[src/sv/frp_pkg.sv]
// Shared types and codes for the flag reachability propagate unit.
// No dependencies.
package frp_pkg;

  localparam logic [1:0] OP_SET  = 2'd0;
  localparam logic [1:0] OP_EDGE = 2'd1;
  localparam logic [1:0] OP_PROP = 2'd2;
  localparam logic [1:0] OP_READ = 2'd3;

  localparam logic KIND_READ = 1'b0;
  localparam logic KIND_PROP = 1'b1;

  typedef struct packed {
    logic [1:0] op;
    logic [9:0] node;
    logic [9:0] child;
    logic       flag;
    logic       node_ok;
    logic       edge_ok;
  } cmd_t;

  typedef struct packed {
    logic        kind;
    logic        flag;
    logic [10:0] marked;
    logic        ovf;
  } result_t;

endpackage

[src/sv/frp_front.sv]
// Front end: accepts input transfers, range-checks node indices and queues
// classified commands for the engine. Depends on frp_pkg.
module frp_front (
  input  logic          clk,
  input  logic          rst_n,
  input  logic          in_valid,
  output logic          in_ready,
  input  logic [1:0]    in_op,
  input  logic [9:0]    in_node,
  input  logic [9:0]    in_child,
  input  logic          in_flag,
  input  logic [10:0]   live,
  output logic          q_valid,
  output frp_pkg::cmd_t q_cmd,
  input  logic          q_pop
);
  import frp_pkg::*;

  cmd_t       slot_r [2];
  logic       wp_r, rp_r;
  logic [1:0] cnt_r;
  logic       push;
  cmd_t       cmd;

  always_comb begin
    cmd.op      = in_op;
    cmd.node    = in_node;
    cmd.child   = in_child;
    cmd.flag    = in_flag;
    cmd.node_ok = {1'b0, in_node} < live;
    cmd.edge_ok = ({1'b0, in_node} < live) && ({1'b0, in_child} < live);
  end

  assign in_ready = (cnt_r != 2'd2);
  assign push     = in_valid && in_ready;
  assign q_valid  = (cnt_r != 2'd0);
  assign q_cmd    = slot_r[rp_r];

  always_ff @(posedge clk) begin
    if (push) begin
      slot_r[wp_r] <= cmd;
    end
  end

  always_ff @(posedge clk) begin
    if (!rst_n) begin
      wp_r  <= 1'b0;
      rp_r  <= 1'b0;
      cnt_r <= 2'd0;
    end else begin
      if (push) wp_r <= ~wp_r;
      if (q_pop) rp_r <= ~rp_r;
      cnt_r <= cnt_r + 2'(push) - 2'(q_pop);
    end
  end

endmodule

[config.mk]
export PLATFORM = sky130hd
export DESIGN_NAME = frp_front
export DESIGN_NICKNAME = d
export VERILOG_FILES = /design/src/sv/frp_pkg.sv /design/src/sv/frp_front.sv
export SDC_FILE = /design/constraint.sdc
export NUM_CORES = 1
export LEC_CHECK = 0
export BUFFER_PORTS_ARGS = -buffer_cell sky130_fd_sc_hd__buf_2
export CELL_PAD_IN_SITES_DETAIL_PLACEMENT = 0
export CELL_PAD_IN_SITES_GLOBAL_PLACEMENT = 1
export CORE_MARGIN = 8
export CORE_UTILIZATION = 25
export CTS_CLUSTER_SIZE = 28
export DETAILED_ROUTE_END_ITERATION = 7
export HOLD_SLACK_MARGIN = 0.06
export PLACE_DENSITY_LB_ADDON = 0.1
export REMOVE_ABC_BUFFERS = 1
export SETUP_SLACK_MARGIN = 0.05
export SKIP_LAST_GASP = 1
export SLEW_MARGIN = 20
export SYNTH_ARGS = -nofsm -noshare
export SYNTH_HDL_FRONTEND = slang
export SYNTH_SLANG_ARGS = --single-unit
[constraint.sdc]
create_clock -name clk -period 3 [get_ports clk]
set_clock_uncertainty 0.05 [all_clocks]
set_input_delay 0.3 -clock clk [delete_from_list [all_inputs] [get_ports clk]]
set_output_delay 0.3 -clock clk [all_outputs]
set_load 0.01 [all_outputs]
==> results_dict.tcl, run 1 <==
set metrics [dict create \
    synth_seq_cells 55 \
    grt_pass1_wl_um 8830 \
    path_max_fanout 19 \
    initial_core_util_pct 25.4 \
    numPortBuffers 64 \
    finalHoldViolCount 0 \
    cts_sinks 55 \
    clk_latency_ns 0.30 \
    finalCritPeriodShare_pct 67.9 \
    cts_root_buf "clkbuf_8" \
    cp-end-kind "output port" \
    io_pins 65 \
    max_freq_mhz 491 \
    synthTopCellsByCount "50 x edfxtp_1, 25 x mux2_2, 20 x ha_1" \
    first_global_vias 1630 \
    h-tree-depth 2 \
    row_count 36 \
    final_nets 286 \
    drt-vias-per-instance 4.03 \
    wl_um 5500 \
    yosysUniqueCellTypes 29 \
    syn_avg_cell_area_um2 15.6 \
    cts_resized 0 \
    die_y_um 115 \
    ys_seq_area_share_pct 65.3 \
    hp-class "input pin to flop" \
    finalWorstPathRequiredPeriod_ns 2.04 \
    dr.pass1.iters 4 \
    fin_util_pct 31.6 \
    routedWlPerCell_um 15.2 \
    die_area_um2 13200 \
    fin_area_um2 3040 \
    grt_usage_pct 8.75 \
    drc 0 \
    gp_congestion 0.636 \
    cts_inserted_buffers 5 \
    cap_violations 0 \
    overflow 0 \
    dpl_cell_area_um2 2960 \
    slew-limit-headroom_pct 63.2 \
    ir_worst_vdd_mv 0.228 \
    critical_path.top_delay_family "flip-flops" \
    yosys_warnings 0 \
    crit_chain "buf_4 -> mux2_2 -> buf_2" \
    syn_to_final_growth_pct 24.0 \
    clockBufferDepth 2 \
    syn_inst 157 \
    critPathSlowestCell "dfxtp_1" \
    crit_arrival_ns 1.69 \
    cp-endpoint "q_cmd[18]" \
    synth_area_leaders "edfxtp_1 61%, mux2_2 11%, ha_1 10%, dfxtp_1 4.1%, inv_1 1.7%" \
    drive_gt1_share_pct 44.5 \
    clkTransAtPathRegs_ns 0.09 \
    antenna_cells 0 \
    maxSlewViolCount 0 \
    synth_top_area_share_pct 61.2 \
    finalSetupTns_ns 0 \
    fp.dieW_um 115 \
    worstSetupPathType "flop to output port" \
    outcome "complete, no violations" \
    hpwlAfterDp_um 4170 \
    postRouteAntennaNets 0 \
    rsz0062_at_grt "no" \
    cp_num_cells 3 \
    syn-cell-area_um2 2450 \
    worst-path-buf-inv 2 \
    tritoncts "yes" \
    rr_startpoint "cnt_r[0]" \
    cts.repair_timing.setup_buffer_count 0 \
    synth_largest_area_cell "edfxtp_1" \
    antenna_found_initial 0 \
    synth_edf_count 50 \
    synth_flop_cell "edfxtp_1" \
    cp-start-kind "flop" \
    required_ns 2.65 \
    vias 1459 \
    r2r_cells 4 \
    post-synth-top-count-cell "edfxtp_1" \
    drt_iter0_markers 32 \
    r2r_slack_ns 1.34 \
    power_density_nw_per_um2 591 \
    cpPeakStageDelay_ns 0.50 \
    cts_hold_buf 0 \
    r2r_end "slot_r[0][17]" \
    grt_max_degree 26 \
    setup_viol 0 \
    leakagePower_nw 1.23 \
    core_um2 9640 \
    worst_slew_pin_slew_ns 0.552 \
    synthArstFlopShare_pct 0 \
]
-- registers in the layout, summed over array words and instances (netlist names), named ones only --
register,count
wp_r,1
slot_r,50
rp_r,1
cnt_r,2
-- how the worst min path moves through the flow --
stage | from | endpoint | slack, ns | cells after the start
2_1_floorplan | in_child[7] | slot_r[0][10] | 0.35 | 0
3_3_place_gp | in_flag | slot_r[1][2] | 0.44 | 1
3_5_place_dp | in_flag | slot_r[1][2] | 0.45 | 1
4_1_cts | in_flag | slot_r[1][2] | 0.13 | 1
5_1_grt | in_op[0] | slot_r[1][23] | 0.12 | 1
6_report | in_op[0] | slot_r[1][23] | 0.14 | 1
-- cells by family (layout without fill, tap and decap cells) --
kind of cell    count (synthesis)  after routing  share of synthesized area, %
simple gates                   24             24                          5.46
fa+ha+maj                      20             20                          10.2
flops                          55             55                          65.3
xor+xnor                        3              3                          1.07
compound gates                 16             16                          4.18
buf+inv                        14             86                          2.30
mux                            25             25                          11.5
-- cell usage in the layout (no fill, tap or decap), types with 2 or more instances in the layout --
cell type / count
dfxtp_1: 5
and2_1: 5
nand2b_1: 2
edfxtp_1: 50
inv_1: 11
o21ai_0: 2
nand2_1: 5
buf_2: 64
clkbuf_8: 5
mux2_2: 25
a21o_1: 2
a21oi_1: 6
buf_4: 2
clkinv_1: 2
nor2_1: 3
xnor2_1: 2
ha_1: 20
-- cell type report --
cell class                      count  area (µm²)
Multi-Input combinational cell     88         797
Tap cell                          133         166
Inverter                           11        41.3
Clock buffer                        6        72.6
Timing Repair Buffer               67         355
Sequential cell                    55        1600
Clock inverter                      2        7.51
Fill cell                        1017        6600
-- routing by layer --
metal | routed length (µm) | vias to the layer above | track usage [%]
li1 | - | 724 | -
met1 | 2420 | 694 | 10.2
met2 | 2670 | 37 | 14.9
met3 | 366 | 4 | 3.05
met4 | 49 | 0 | 2.36
met5 | 0 | - | 0
-- report_power, final --
part	total (W)	switching, W	internal (W)	leakage (nW)
Combinational	0.000420	0.000226	0.000194	0.684
Sequential	0.000987	0.0000296	0.000957	0.506
Clock	0.000389	0.000229	0.000160	0.0403
-- per-stage QoR --
step | worst slack [ns] | hold WS, ns | instances | power, W
after floorplan | 0.839 | 0.349 | 154 | 0.00124
after global placement | 0.981 | 0.444 | 354 | 0.00144
after detailed placement | 1.00 | 0.446 | 354 | 0.00144
after CTS | 0.919 | 0.126 | 362 | 0.00184
after global routing | 0.838 | 0.122 | 362 | 0.00191
final | 0.964 | 0.142 | 362 | 0.00180
No activity file was read; power rests on OpenSTA's default activity.
==> run 2: changes to the inputs <==
- ABC_AREA: default -> 1
- clock period: 3 -> 1.7 ns (I/O delays scaled with it)
==> results_dict.tcl, run 2 <==
set metrics [dict create \
    grt_pass1_wl_um 9120 \
    yosys_warnings 0 \
    syn_avg_cell_area_um2 13.4 \
    required_ns 1.48 \
    syn-cell-area_um2 2640 \
    power_density_nw_per_um2 893 \
    h-tree-depth 2 \
    grt_max_degree 19 \
    postRouteAntennaNets 0 \
    leakagePower_nw 1.59 \
    vias 1657 \
    drt_iter0_markers 39 \
    final_cells 431 \
    syn_inst 197 \
    finalCritPeriodShare_pct 94.0 \
    slew-limit-headroom_pct 88.0 \
    ys_seq_area_share_pct 60.6 \
    overflow 0 \
    rr_startpoint "cnt_r[0]" \
    cts_root_buf "clkbuf_8" \
    outcome "complete, no violations" \
    path_max_fanout 18 \
    reg_top3 "slot_r (50), cnt_r (2)" \
    synth_area_leaders "edfxtp_1 57%, mux2_4 11%, ha_1 9.5%, nand2_1 5.4%, inv_1 4.7%" \
    post-synth-top-count-cell "edfxtp_1" \
    clockBufferDepth 2 \
    io_pins 65 \
    core_um2 10300 \
    wl_um 5650 \
    grt_usage_pct 8.17 \
    cp-start-kind "flop" \
    cp-end-kind "output port" \
    ir_worst_vdd_mv 0.354 \
    rsz0062_at_grt "yes" \
    drt-vias-per-instance 3.84 \
    min-delay-start "q_pop" \
    fp.dieW_um 119 \
    tritoncts "yes" \
    antenna_found_initial 0 \
    dp_cells 400 \
    finalWorstPathRequiredPeriod_ns 1.60 \
    hp-class "input pin to flop" \
    synth_seq_cells 55 \
    synth_flop_cell "edfxtp_1" \
    crit_arrival_ns 1.38 \
    routedWlPerCell_um 13.1 \
    antenna_cells 0 \
    die_y_um 119 \
    numPortBuffers 64 \
    max_freq_mhz 626 \
    synth_top_area_share_pct 56.8 \
    drive_gt1_share_pct 38.6 \
    initial_core_util_pct 25.7 \
    dr.pass1.iters 4 \
    setup_viol 0 \
    synth_largest_area_cell "edfxtp_1" \
    synth_edf_count 50 \
    final_nets 352 \
    final_common_cell "buf_2" \
    row_count 37 \
    drc 0 \
    finalHoldViolCount 0 \
    maxSlewViolCount 0 \
    largest_reg_flops 50 \
    largest-register "slot_r" \
    worstSetupPathType "flop to output port" \
    synthArstFlopShare_pct 0 \
    syn_to_final_growth_pct 34.1 \
    synthTopCellsByCount "50 x edfxtp_1, 38 x nand2_1, 33 x inv_1" \
    cts.repair_timing.setup_buffer_count 0 \
    first_global_vias 1766 \
    yosysUniqueCellTypes 17 \
    cts_inserted_buffers 5 \
    clk_latency_ns 0.31 \
    hpwlAfterDp_um 4190 \
    worst_slew_pin_slew_ns 0.179 \
    clkTransAtPathRegs_ns 0.11 \
    cap_violations 0 \
    finalSetupTns_ns 0 \
    cts_sinks 55 \
    gp_congestion 0.730 \
    layout_common_cells "63 x buf_2, 50 x edfxtp_1, 36 x nand2_1, 33 x inv_1, 24 x dlygate4sd3_1" \
    die_area_um2 14100 \
]
## run 2: changes by cell type after synthesis, sizes merged, moves of 2 or more
cell / before / now
inv: 11 / 33
nand3: 1 / 3
a21o: 2 / 0
and2: 5 / 0
nand2b: 2 / 0
nand2: 5 / 38
nor2: 4 / 8
## run 2: cell families after synthesis
group,count (synthesis),synth area share (%)
flip-flops,55,60.6
AND/OR/NAND/NOR,51,7.53
buffers and inverters,36,6.63
multiplexers,25,13.5
adder cells (fa/ha/maj),20,9.47
AO/OA/AOI/OAI,8,1.61
XOR/XNOR,2,0.663
## run 2: path summary, 6_finish.rpt
path	to	slack (ns)	cells past startpoint
worst max-delay path	q_cmd[0]	0.10	3
worst min-delay path	flop	0.10	3
worst max register to register	cnt_r[1]	0.17	9
worst min register to register	cnt_r[1]	0.47	2
## run 2: layout make-up
class | instances | area (µm²)
clock buffers | 5 | 68.8
clock inverters | 3 | 22.5
fillers | 1033 | 6730
inverters | 33 | 124
multi-input cells | 106 | 916
flip-flops and latches | 55 | 1600
well taps | 136 | 170
repair buffers | 93 | 638
## run 2: routing by layer
layer	GRT usage [%]	wire length [µm]
met5	0	0
met4	2.85	66
met1	9.28	2550
met3	2.83	310
met2	14.0	2720
## run 2: through the flow
| stage | total power (W) | cell area [µm²] | utilization (%) | hold slack (ns) | setup WS [ns] |
|---|---|---|---|---|---|
| after global placement | 0.00241 | 3170 | 30.8 | 0.310 | 0.146 |
| final | 0.00316 | 3540 | 34.5 | 0.101 | 0.102 |
| after detailed placement | 0.00241 | 3170 | 30.8 | 0.318 | 0.117 |
| after CTS | 0.00321 | 3500 | 34.1 | 0.0953 | 0.0676 |
| after global routing | 0.00335 | 3540 | 34.5 | 0.136 | 0.0397 |
| after floorplan | 0.00210 | 2590 | - | 0.213 | -0.454 |
## run 2: critical path, cell delays in order, from the launching register on
cell and delay [ns]:
dfxtp_2 0.37, buf_12 0.19, mux2_2 0.36, buf_2 0.14
## run 2: what timing repair did
| item | in CTS | in global routing |
|---|---|---|
| resized for setup | 0 | 10 |
| endpoints found under the setup margin | 0 | 9 |
| hold buffers | 24 | 0 |
| hold endpoints to repair | 47 | 0 |
## run 2: where the power goes
group	total [W]	switching [W]	internal [W]	leakage, nW
clock	0.000753	0.000456	0.000297	0.0485
combinational	0.000744	0.000369	0.000374	1.03
sequential	0.00167	0.0000353	0.00163	0.506
total	0.00316	0.000861	0.00230	1.59
